File: config.mk
export PLATFORM = sky130hd
export DESIGN_NAME = mbrtu_back
export DESIGN_NICKNAME = d
export VERILOG_FILES = /design/src/rtl/mbrtu_pkg.sv /design/src/rtl/mbrtu_back.sv
export SDC_FILE = /design/constraint.sdc
export NUM_CORES = 1
export LEC_CHECK = 0
export BUFFER_PORTS_ARGS = -buffer_cell sky130_fd_sc_hd__buf_2
export CAP_MARGIN = 30
export CELL_PAD_IN_SITES_DETAIL_PLACEMENT = 0
export CELL_PAD_IN_SITES_GLOBAL_PLACEMENT = 1
export CORE_MARGIN = 2
export CORE_UTILIZATION = 46
export CTS_CLUSTER_DIAMETER = 120
export DETAILED_ROUTE_END_ITERATION = 8
export GPL_TIMING_DRIVEN = 0
export PLACE_DENSITY_LB_ADDON = 0.1
export SLEW_MARGIN = 10
export SYNTH_ARGS = -nofsm -noshare
export SYNTH_HDL_FRONTEND = slang
export SYNTH_SLANG_ARGS = --single-unit
File: constraint.sdc
create_clock -name i_clk -period 5.4 [get_ports i_clk]
set_clock_uncertainty 0.05 [all_clocks]
set_input_delay 0.81 -clock i_clk [delete_from_list [all_inputs] [get_ports i_clk]]
set_output_delay 0.81 -clock i_clk [all_outputs]
set_load 0.02 [all_outputs]
File: src/rtl/mbrtu_pkg.sv
// shared types, constants and the crc-16 byte step for the modbus rtu framer
// no dependencies; imported by every module of the block

package mbrtu_pkg;

    // input action codes carried on s_axis_tuser
    localparam logic [1:0] ACT_WRITE = 2'd0;
    localparam logic [1:0] ACT_READ  = 2'd1;
    localparam logic [1:0] ACT_REPLY = 2'd2;

    localparam logic [15:0] CRC_INIT   = 16'hFFFF;
    localparam logic [15:0] CRC_POLY   = 16'hA001;
    localparam logic [31:0] FAIL_VALUE = 32'hFFFFFBA9;

    localparam logic [7:0] QTY_HI     = 8'h00;
    localparam logic [7:0] QTY_LO     = 8'h02;
    localparam logic [7:0] BYTE_COUNT = 8'h04;

    // bytes ahead of the crc in each request frame
    localparam logic [3:0] WRITE_DATA_LEN = 4'd11;
    localparam logic [3:0] READ_DATA_LEN  = 4'd6;

    // reply lengths including the crc
    localparam logic [3:0] WRITE_REPLY_LEN = 4'd8;
    localparam logic [3:0] READ_REPLY_LEN  = 4'd9;

    // reply byte positions of interest
    localparam logic [3:0] POS_VALUE_FIRST = 4'd3;
    localparam logic [3:0] POS_VALUE_LAST  = 4'd6;

    localparam int CFG_IDX_W  = 1;
    localparam int CFG_DATA_W = 8;
    localparam logic [CFG_IDX_W-1:0] CFG_NODE_ADDR  = 1'b0;
    localparam logic [CFG_IDX_W-1:0] CFG_REPLY_ADDR = 1'b1;

    typedef enum logic [1:0] {
        KIND_WRITE,
        KIND_READ,
        KIND_REPLY
    } t_kind;

    typedef enum logic [1:0] {
        AW_NONE,
        AW_WRITE,
        AW_READ
    } t_await;

    typedef enum logic {
        BS_IDLE,
        BS_FRAME
    } t_bstate;

    typedef struct packed {
        t_kind       kind;
        logic [7:0]  func;
        logic [15:0] reg_addr;
        logic [31:0] value;
        logic [7:0]  rbyte;
    } t_entry;

    typedef struct packed {
        logic        is_transmit;
        logic [7:0]  send_byte;
        logic        last;
        logic        good;
        logic [31:0] read_result;
    } t_result;

    function automatic logic [15:0] crc_feed(input logic [15:0] crc, input logic [7:0] b);
        logic [15:0] c;
        c = crc ^ {8'h00, b};
        for (int k = 0; k < 8; k++) begin
            c = c[0] ? ((c >> 1) ^ CRC_POLY) : (c >> 1);
        end
        return c;
    endfunction

endpackage

File: src/rtl/mbrtu_back.sv
// back part: serializes request frames with crc, checks reply bytes and
// drives the registered result stage; holds the config registers; uses mbrtu_pkg

module mbrtu_back
    import mbrtu_pkg::*;
(
    input  logic                  i_clk,
    input  logic                  i_rst_n,
    input  logic                  i_cfg_we,
    input  logic [CFG_IDX_W-1:0]  i_cfg_index,
    input  logic [CFG_DATA_W-1:0] i_cfg_data,
    input  logic                  i_empty,
    input  t_entry                i_head,
    output logic                  o_pop,
    output logic                  o_valid,
    output t_result               o_result,
    input  logic                  i_ready
);

    t_bstate     r_state,   n_state;
    t_kind       r_kind,    n_kind;
    logic [7:0]  r_func,    n_func;
    logic [15:0] r_reg,     n_reg;
    logic [31:0] r_value,   n_value;
    logic [3:0]  r_idx,     n_idx;
    logic [15:0] r_tx_crc,  n_tx_crc;
    t_await      r_await,   n_await;
    logic [3:0]  r_count,   n_count;
    logic [15:0] r_rx_crc,  n_rx_crc;
    logic        r_matched, n_matched;
    logic [31:0] r_gather,  n_gather;
    logic [7:0]  r_first,   n_first;
    logic [7:0]  r_node;
    logic [7:0]  r_reply_addr;
    logic        r_out_valid, n_out_valid;
    t_result     r_out,       n_out;

    logic        out_free;
    logic [3:0]  len_data;
    logic [7:0]  frame_byte;
    logic        frame_last;
    logic [3:0]  reply_total;
    logic        good;

    assign out_free    = !r_out_valid || i_ready;
    assign len_data    = (r_kind == KIND_WRITE) ? WRITE_DATA_LEN : READ_DATA_LEN;
    assign frame_last  = (r_idx == len_data + 4'd1);
    assign reply_total = (r_await == AW_WRITE) ? WRITE_REPLY_LEN : READ_REPLY_LEN;
    assign good        = r_matched && ({i_head.rbyte, r_first} == r_rx_crc);

    // request frame byte at the current position
    always_comb begin
        case (r_idx)
            4'd0:    frame_byte = r_node;
            4'd1:    frame_byte = r_func;
            4'd2:    frame_byte = r_reg[15:8];
            4'd3:    frame_byte = r_reg[7:0];
            4'd4:    frame_byte = QTY_HI;
            4'd5:    frame_byte = QTY_LO;
            4'd6:    frame_byte = BYTE_COUNT;
            4'd7:    frame_byte = r_value[31:24];
            4'd8:    frame_byte = r_value[23:16];
            4'd9:    frame_byte = r_value[15:8];
            4'd10:   frame_byte = r_value[7:0];
            default: frame_byte = 8'h00;
        endcase
        if (r_idx == len_data) begin
            frame_byte = r_tx_crc[7:0];
        end else if (frame_last) begin
            frame_byte = r_tx_crc[15:8];
        end
    end

    always_comb begin
        n_state     = r_state;
        n_kind      = r_kind;
        n_func      = r_func;
        n_reg       = r_reg;
        n_value     = r_value;
        n_idx       = r_idx;
        n_tx_crc    = r_tx_crc;
        n_await     = r_await;
        n_count     = r_count;
        n_rx_crc    = r_rx_crc;
        n_matched   = r_matched;
        n_gather    = r_gather;
        n_first     = r_first;
        n_out_valid = r_out_valid && !i_ready;
        n_out       = r_out;
        o_pop       = 1'b0;
        case (r_state)
            BS_IDLE: begin
                if (!i_empty && out_free) begin
                    o_pop = 1'b1;
                    case (i_head.kind)
                        KIND_WRITE, KIND_READ: begin
                            n_kind    = i_head.kind;
                            n_func    = i_head.func;
                            n_reg     = i_head.reg_addr;
                            n_value   = i_head.value;
                            n_idx     = '0;
                            n_tx_crc  = CRC_INIT;
                            n_await   = (i_head.kind == KIND_WRITE) ? AW_WRITE : AW_READ;
                            n_count   = '0;
                            n_rx_crc  = CRC_INIT;
                            n_matched = 1'b0;
                            n_gather  = '0;
                            n_first   = '0;
                            n_state   = BS_FRAME;
                        end
                        KIND_REPLY: begin
                            if (r_await != AW_NONE) begin
                                if (r_count == '0) begin
                                    n_matched = (i_head.rbyte == r_reply_addr);
                                end
                                if (r_count < reply_total - 4'd2) begin
                                    n_rx_crc = crc_feed(r_rx_crc, i_head.rbyte);
                                    if (r_await == AW_READ && r_count >= POS_VALUE_FIRST
                                        && r_count <= POS_VALUE_LAST) begin
                                        n_gather = {r_gather[23:0], i_head.rbyte};
                                    end
                                end else if (r_count == reply_total - 4'd2) begin
                                    n_first = i_head.rbyte;
                                end
                                n_count = r_count + 4'd1;
                                if (r_count + 4'd1 >= reply_total) begin
                                    n_out_valid       = 1'b1;
                                    n_out.is_transmit = 1'b0;
                                    n_out.send_byte   = 8'h00;
                                    n_out.last        = 1'b1;
                                    n_out.good        = good;
                                    if (r_await == AW_READ) begin
                                        n_out.read_result = good ? r_gather : FAIL_VALUE;
                                    end else begin
                                        n_out.read_result = '0;
                                    end
                                    n_await   = AW_NONE;
                                    n_count   = '0;
                                    n_rx_crc  = CRC_INIT;
                                    n_matched = 1'b0;
                                    n_gather  = '0;
                                    n_first   = '0;
                                end
                            end
                        end
                        default: ;
                    endcase
                end
            end
            BS_FRAME: begin
                if (out_free) begin
                    n_out_valid       = 1'b1;
                    n_out.is_transmit = 1'b1;
                    n_out.send_byte   = frame_byte;
                    n_out.last        = frame_last;
                    n_out.good        = 1'b0;
                    n_out.read_result = '0;
                    if (r_idx < len_data) begin
                        n_tx_crc = crc_feed(r_tx_crc, frame_byte);
                    end
                    n_idx = r_idx + 4'd1;
                    if (frame_last) begin
                        n_state = BS_IDLE;
                    end
                end
            end
            default: n_state = BS_IDLE;
        endcase
    end

    always_ff @(posedge i_clk) begin
        if (!i_rst_n) begin
            r_state      <= BS_IDLE;
            r_await      <= AW_NONE;
            r_count      <= '0;
            r_rx_crc     <= CRC_INIT;
            r_matched    <= 1'b0;
            r_gather     <= '0;
            r_first      <= '0;
            r_out_valid  <= 1'b0;
            r_node       <= 8'h01;
            r_reply_addr <= 8'h01;
        end else begin
            r_state     <= n_state;
            r_await     <= n_await;
            r_count     <= n_count;
            r_rx_crc    <= n_rx_crc;
            r_matched   <= n_matched;
            r_gather    <= n_gather;
            r_first     <= n_first;
            r_out_valid <= n_out_valid;
            if (i_cfg_we && i_cfg_index == CFG_NODE_ADDR) begin
                r_node <= i_cfg_data;
            end
            if (i_cfg_we && i_cfg_index == CFG_REPLY_ADDR) begin
                r_reply_addr <= i_cfg_data;
            end
        end
    end

    always_ff @(posedge i_clk) begin
        r_kind   <= n_kind;
        r_func   <= n_func;
        r_reg    <= n_reg;
        r_value  <= n_value;
        r_idx    <= n_idx;
        r_tx_crc <= n_tx_crc;
        r_out    <= n_out;
    end

    assign o_valid  = r_out_valid;
    assign o_result = r_out;

`ifndef ASSERT_OFF
    a_idx_in_frame: assert property (@(posedge i_clk) disable iff (!i_rst_n)
        r_state == BS_FRAME |-> r_idx <= len_data + 4'd1)
        else $error("frame index past end of frame");

    a_count_idle: assert property (@(posedge i_clk) disable iff (!i_rst_n)
        r_await == AW_NONE |-> r_count == '0)
        else $error("reply count nonzero with no reply pending");

    a_count_bound: assert property (@(posedge i_clk) disable iff (!i_rst_n)
        r_await != AW_NONE |-> r_count < reply_total)
        else $error("reply count reached reply length without verdict");

    a_frame_end: assert property (@(posedge i_clk) disable iff (!i_rst_n)
        (r_state == BS_FRAME && out_free && frame_last)
        |=> (r_state == BS_IDLE && r_out_valid && r_out.last && r_out.is_transmit))
        else $error("last frame byte not followed by idle");

    a_pop_nonempty: assert property (@(posedge i_clk) disable iff (!i_rst_n)
        o_pop |-> !i_empty)
        else $error("pop from empty queue");
`endif

endmodule

==> results of run 1 <==
-- through the flow --
step	std cells	TNS (ns)
4_1_cts	1195	0
3_3_place_gp	1153	-4.00
6_report	1196	0
3_5_place_dp	1155	0
5_1_grt	1195	0
2_1_floorplan	778	0
-- where the power goes --
group | switching (uW) | internal (uW)
registers | 28.6 | 1710
logic | 300 | 211
clock network | 620 | 987
-- cell usage after synthesis, types with 2 or more instances --
master     instances  area, um^2
nand2b_1          14        87.6
a21boi_1           5        37.5
edfxtp_1         121        3630
a31oi_1            4        25.0
clkbuf_1          46         173
dfxtp_1           81        1620
nor3_2             2        20.0
a221oi_1           2        17.5
a22o_1             2        17.5
a32o_1             3        30.0
nand4_1            6        37.5
o221ai_1           2        17.5
ha_1              12         150
inv_1              7        26.3
a211oi_1           4        30.0
buf_2              2        10.0
nand3b_1           2        15.0
nor2_1            32         120
a211o_1            3        26.3
o2bb2ai_1          2        17.5
xnor2_1           53         464
nor4_1             4        25.0
or4_1              2        15.0
a21boi_0          16         120
a21oi_1           14        70.1
o22ai_1            8        50.1
nor2b_1           47         294
o21ai_0           10        50.1
and3b_1            2        17.5
a22oi_1           50         375
mux2i_1           12         120
and2_1            12        75.1
nor3b_1            5        37.5
nor3_1             7        35.0
nand2_1           87         327
buf_1              3        11.3
xor2_1            15         131
a222oi_1           5        50.1
nand3_1           16        80.1
o21ai_1           13        65.1
o21a_1            28         210
-- layout by cell type, fill, tap and decap left out, types with 13 or more instances in the layout --
cell type / count
a21boi_0: 16
a21oi_1: 14
a22oi_1: 50
buf_2: 117
clkbuf_1: 48
clkbuf_16: 26
dfxtp_1: 81
edfxtp_1: 121
nand2_1: 87
nand2b_1: 14
nand3_1: 16
nor2_1: 32
nor2b_1: 47
o21a_1: 28
o21ai_1: 13
xnor2_1: 53
xor2_1: 15
-- layer usage --
metal	track usage	vias up	routed length [um]
li1	-	3095	-
met1	0.281	3099	9740
met5	0	-	0
met2	0.373	182	10800
met4	0.0584	0	465
met3	0.0312	34	1030
-- worst reg2reg max path, delay by kind of cell, from the launching register on --
kind / cells / cell delay (ns)
xor+xnor: 4 / 1.10
buf+inv: 3 / 0.97
simple gates: 2 / 0.15
flops: 1 / 0.47
compound gates: 4 / 0.71
fa+ha+maj: 1 / 0.15
-- path summary, 6_finish.rpt --
check | start | end | slack (ns) | cells after the start
hold reg to reg | r_node[6] | r_node[6] | 0.43 | 2
setup / recovery | r_idx[0] | r_tx_crc[0] | 1.53 | 14
hold / removal | i_head[45] | r_reg[5] | 0.42 | 1
setup reg to reg | r_idx[0] | r_tx_crc[0] | 1.53 | 14
-- cell families after synthesis --
kind of cell / after synthesis
compound gates: 177
flops: 202
mux: 13
fa+ha+maj: 12
simple gates: 245
buf+inv: 59
xor+xnor: 70
-- cell type report --
class	instances	area, um^2
multi-input combinational	517	3440
inverter	7	26.3
tap	260	325
clock buffer	30	686
timing repair buffer	117	623
buffer	52	199
antenna	1	2.50
sequential	202	5260
fill	1624	8170
clock inverter	10	105
==> impl_results.md, run 1 <==
* Setup-failing EPs final at 0
* Routability cong. at about 0.86
* Pwr Density at roughly 360 nW/um^2
* Largest delay share family, worst path: XOR/XNOR gates
* RSZ-0062 raised after global routing: no
* WP data required at 5.59 ns
* Compound-Gate Fraction of Synth Area at 0.143
* DR pass1 iterations at 5
* Max reg flops at 43
* Post-synth cell types at 58
* Total placed instance area at between 9000 and 10,000 um^2
* Width of the die at roughly 140 um
* CTS H-tree lvls at 1
* CP max stage cell: edfxtp_1
* Post-synthesis mux area share at 0.0147
* # hold bufs at CTS at 0
* Final max-slew violation count at 0
* Final critical-path share of the clock period at 0.718
* Tmin final at between 3 and 4 ns
* Largest family of logic cells by synthesized area: compound AO/OA/AOI/OAI gates
* Part of the Yosys area used for sequential elements at 0.590
* Die area at between 20,000 and 25,000 um^2
* PostCTS Resize Cnt at 0
* First-pass GRT wire length at about 35 mm
* Run status: complete, no violations
* Pre-CTS setup slack at between 1 and 1.5 ns
* Vias at roughly 6,400
* WL/cell at 18.5 um
* Root Buffer Master: clkbuf_16
* CTS Sinks at between 200 and 250
* CTS tree: yes
* Core Util, Final at 0.566
* Setup slack after layout at ~1.5 ns
* I/O Pins at 125
* DRC violations left at 0
* Die height at around 140 um
* Top FF cell, synth: edfxtp_1
* Post-DP HPWL at 15.6 mm
* # Post-CTS Setup Buffers at 0
* ANT nets after route at 0
* Nets at between 1,000 and 1,500
* GRT Total Usage at 0.215
* Async SR Flop Fraction at 0
* Mean Syn Cell Area at approximately 11 um^2
* Worst skew pair latency at about 0.5 ns
* Clock transition at path regs at 0.06 ns
* Pin count of the biggest net entering global routing at 31
* Max incr delay on CP at between 0.4 and 0.5 ns
* Vias per cell at between 5 and 6
* Number of flops mapped to enable cells by yosys at ~120
* Share of layout cells above drive strength 1 at 0.178
* Tightest Pin Transition at 0.976 ns
* Row count at 50
* Routed wire length at approximately 22 mm
* Setup Crit Path Kind: flop to flop
* Design Power at a little under 4000 uW
* Synth Area in Adders at 0.0169
* Final instance area at 10,700 um^2
* Syn Inst Count at approximately 800
* Maximum vdd drop at 0.000191 V
* LEAKAGE at 0.00378 uW
* Crit start category: flop
* Starting Density at 0.473
* Fmax at roughly 260 MHz
* PortBufs at 115
* Initial antenna violation count at 0
* Xor-xnor portion of the synthesized cell area at 0.0712
* Max Buffers Root-to-Sink at 3
* CP Data Arrival Time at 4.07 ns
* Max Cap Violations at 0
* Worst Path Buf+Inv at 3
* Num CTS Buffers at 22
* CORE AREA at ~19,000 um^2
* Cells along the critical path: inv_1 -> ha_1 -> clkbuf_1 -> clkbuf_1 -> a22oi_1 -> a21oi_1 -> a21oi_1 -> o21ai_1 -> xor2_1 -> xnor2_1 -> nor2_1 -> xnor2_2 -> xnor3_1 -> nand2_1
* Number of hold violations in the final report at 0
* Crit-path max FO at 10
* Worst Hold Class: input pin to flop
* Slew HR at 0.348
* Post-Route Hold Slack at between 0.4 and 0.5 ns
* Gr ovfl total at 0
* Seq cells post-synth at approximately 200
* Crit end category: flop
* Vias in the first global route at ~6,500
* Number of DRC markers in iteration 0 at approximately 310
* Area grow syn2layout at 19.7%
* Simple-gate share of the synthesized area at 0.139
* Netlist Area Pre-Place at around 9000 um^2
* Yosys Warn Count at 0
* Synthesized net count at 870
No activity file was read; power rests on OpenSTA's default activity.
==> run 2, diff against run 1 <==
- CORE_UTILIZATION: 46 -> 41
- clock period: 5.4 -> 3.55 ns (I/O delays scaled with it)
==> run 2 against run 1 <==
Net effect:
- non-clock buffer count up 16
- critical path depth unchanged
- sequential share of layout area down 1.3 points
- critical path type unchanged
- highest routed layer unchanged
- first-iteration DRC count up 14%
==> impl_results.md, run 2 (synthesis gave the netlist of run 1 again) <==
* Run status: complete, no violations
* DR pass1 iterations at 5 (unchanged)
* Core Util, Final at 0.518 (-0.0487)
* # hold bufs at CTS at 0 (unchanged)
* Vias in the first global route at 6,455 (-0.83%)
* GRT Total Usage at 0.193 (-0.0223)
* Final instance area at 10,900 um^2 (+2.7%)
* Post-Route Hold Slack at 0.145 ns (-0.274 ns)
* CTS Sinks at 202 (unchanged)
* Number of hold violations in the final report at 0 (unchanged)
* RR Endpoint: r_tx_crc[14]
* Max reg flops at 43 (unchanged)
* Width of the die at 151 um (+5.8%)
* PortBufs at 115 (unchanged)
* Nets at 1,028 (+1.7%)
* Crit end category: flop
* Final critical-path share of the clock period at 0.951 (+0.234)
* Tmin final at 3.38 ns (-0.497 ns)
* Pre-CTS setup slack at -0.363 ns (-1.70 ns)
* Most frequent cells in the layout: edfxtp_1 (121), buf_2 (117), nand2_1 (85)
* Reg2reg path depth at 14 (unchanged)
* Setup Crit Path Kind: flop to flop
* Worst Hold Class: input pin to flop
* Die area at 22,900 um^2 (+12%)
* DRC violations left at 0 (unchanged)
* Max Buffers Root-to-Sink at 3 (unchanged)
* Starting Density at 0.421 (-0.0520)
* Clock transition at path regs at 0.06 ns (about the same)
* Number of DRC markers in iteration 0 at 356 (+14%)
* Post-DP HPWL at 15.8 mm (+1.4%)
* Row count at 53 (+6.0%)
* Worst skew pair latency at 0.51 ns (about the same)
* Die height at 151 um (+5.8%)
* Area grow syn2layout at 22.9%
* Design Power at 5910 uW (+53%)
* Root Buffer Master: clkbuf_16
* Met2 wire length at 10.9 mm (+0.10%)
* Setup slack after layout at 0.172 ns (-1.35 ns)
* Worst hold start: i_head[24]
* Worst reg2reg setup slack at 0.17 ns (-1.35 ns)
* Pwr Density at 540 nW/um^2 (+49%)
* Slew HR at 0.466 (+0.118)
* Setup-failing EPs final at 0 (unchanged)
* Max Cap Violations at 0 (unchanged)
* Routed wire length at 22.2 mm (+0.70%)
* Maximum vdd drop at 0.000297 V (+56%)
* LEAKAGE at 0.00391 uW (+3.6%)
* ANT nets after route at 0 (unchanged)
* Fillers at 1,896 (+17%)
* WP data required at 3.76 ns (-1.83 ns)
* Vias per cell at 5.22 (-2.6%)
* WL/cell at 18.1 um (-2.1%)
* Worst r2r src: r_kind[1]
* WL met1 at 9.56 mm (-1.8%)
* Total placed instance area at 9920 um^2 (+0.47%)
* First-pass GRT wire length at 34.3 mm (-0.88%)
* WHS Path Cells at 1 (unchanged)
* Vias at 6,420 (+0.16%)
* CP Data Arrival Time at 3.58 ns (-0.49 ns)
* CTS tree: yes
* Fmax at 296 MHz (+15%)
* Hold Path Sink: r_value[16]
* CTS H-tree lvls at 1 (unchanged)
* Gr ovfl total at 0 (unchanged)
* Final max-slew violation count at 0 (unchanged)
* Initial antenna violation count at 1 (+1)
* Routability cong. at 0.818 (-5.4%)
* RSZ-0062 raised after global routing: yes
* Num CTS Buffers at 23 (+4.5%)
* Crit-path max FO at 4 (-6)
* Tightest Pin Transition at 0.801 ns (-0.175 ns)
* Met3 wire length at 1.18 mm (+14%)
* CORE AREA at 21,200 um^2 (+12%)
* Share of layout cells above drive strength 1 at 0.225 (+0.0470)
* Commonest non-fill, non-tap cell in the layout: edfxtp_1
* Pin count of the biggest net entering global routing at 42 (+35%)
* Crit start category: flop
* Max Used Layer: met4
* I/O Pins at 125 (unchanged)
-- run 2: cell types whose count changed in the layout (fill, tap and decap cells not counted), moves of 3 or more --
| cell | before | now |
|---|---|---|
| ha_1 | 12 | 7 |
| xor2_1 | 15 | 11 |
| clkbuf_2 | 1 | 5 |
| ha_2 | 0 | 3 |
| buf_4 | 0 | 17 |
| xor2_2 | 0 | 3 |
| clkbuf_1 | 48 | 40 |
| clkbuf_4 | 0 | 3 |
| inv_4 | 0 | 3 |
-- run 2: cell type report --
| class | count | area [um^2] | share of cell area |
|---|---|---|---|
| Clock inverter | 16 | 138 | 0.0126 |
| Inverter | 7 | 26.3 | 0.00240 |
| Buffer | 51 | 218 | 0.0199 |
| Clock buffer | 26 | 608 | 0.0555 |
| Timing Repair Buffer | 134 | 768 | 0.0702 |
| Tap cell | 275 | 344 | 0.0314 |
| Multi-Input combinational cell | 517 | 3590 | 0.328 |
| Sequential cell | 202 | 5260 | 0.480 |
| Antenna cell | 2 | 5.00 | 0.000457 |
-- run 2: worst max-delay path: stages, from the launching register on --
cell and delay (ns):
edfxtp_1 0.40, or2_4 0.29, ha_4 0.29, nand2_2 0.07, a211oi_4 0.27, buf_4 0.15, a211oi_1 0.06, nor3_2 0.26
mux2i_2 0.32, xor2_2 0.25, xor2_2 0.20, xnor2_2 0.16, buf_4 0.16, xor2_1 0.13, nand2_1 0.06
-- run 2: worst max-delay path by stage --
stage	slack [ns]	start	end
2_1_floorplan	0.15	r_kind[1]	r_tx_crc[0]
3_3_place_gp	-0.36	r_idx[0]	r_tx_crc[0]
3_5_place_dp	-0.36	r_idx[0]	r_tx_crc[0]
4_1_cts	0.005	r_kind[1]	r_tx_crc[14]
5_1_grt	-0.03	r_idx[1]	r_tx_crc[14]
6_report	0.17	r_kind[1]	r_tx_crc[14]
-- run 2: timing repair --
action,in CTS,in global routing
gates resized for setup,11,36
endpoints found under the setup margin,25,62
setup buffers,5,10
pin swaps,3,12
-- run 2: report_power, final --
group          internal (uW)  switching, uW
Clock                   1380            955
Sequential              2600           42.6
Combinational            427            507
Total                   4410           1500
-- run 2: stage by stage --
stage | cells | TNS [ns]
after floorplan | 778 | 0
after global placement | 1168 | -13.55
after detailed placement | 1171 | -8.08
after CTS | 1217 | 0
after global routing | 1229 | -0.0267
final | 1230 | 0
-- run 2: routing by layer --
layer	vias to the layer above	track usage
li1	3138	-
met1	3070	0.250
met2	171	0.331
met3	41	0.0283
met4	0	0.0631
met5	-	0
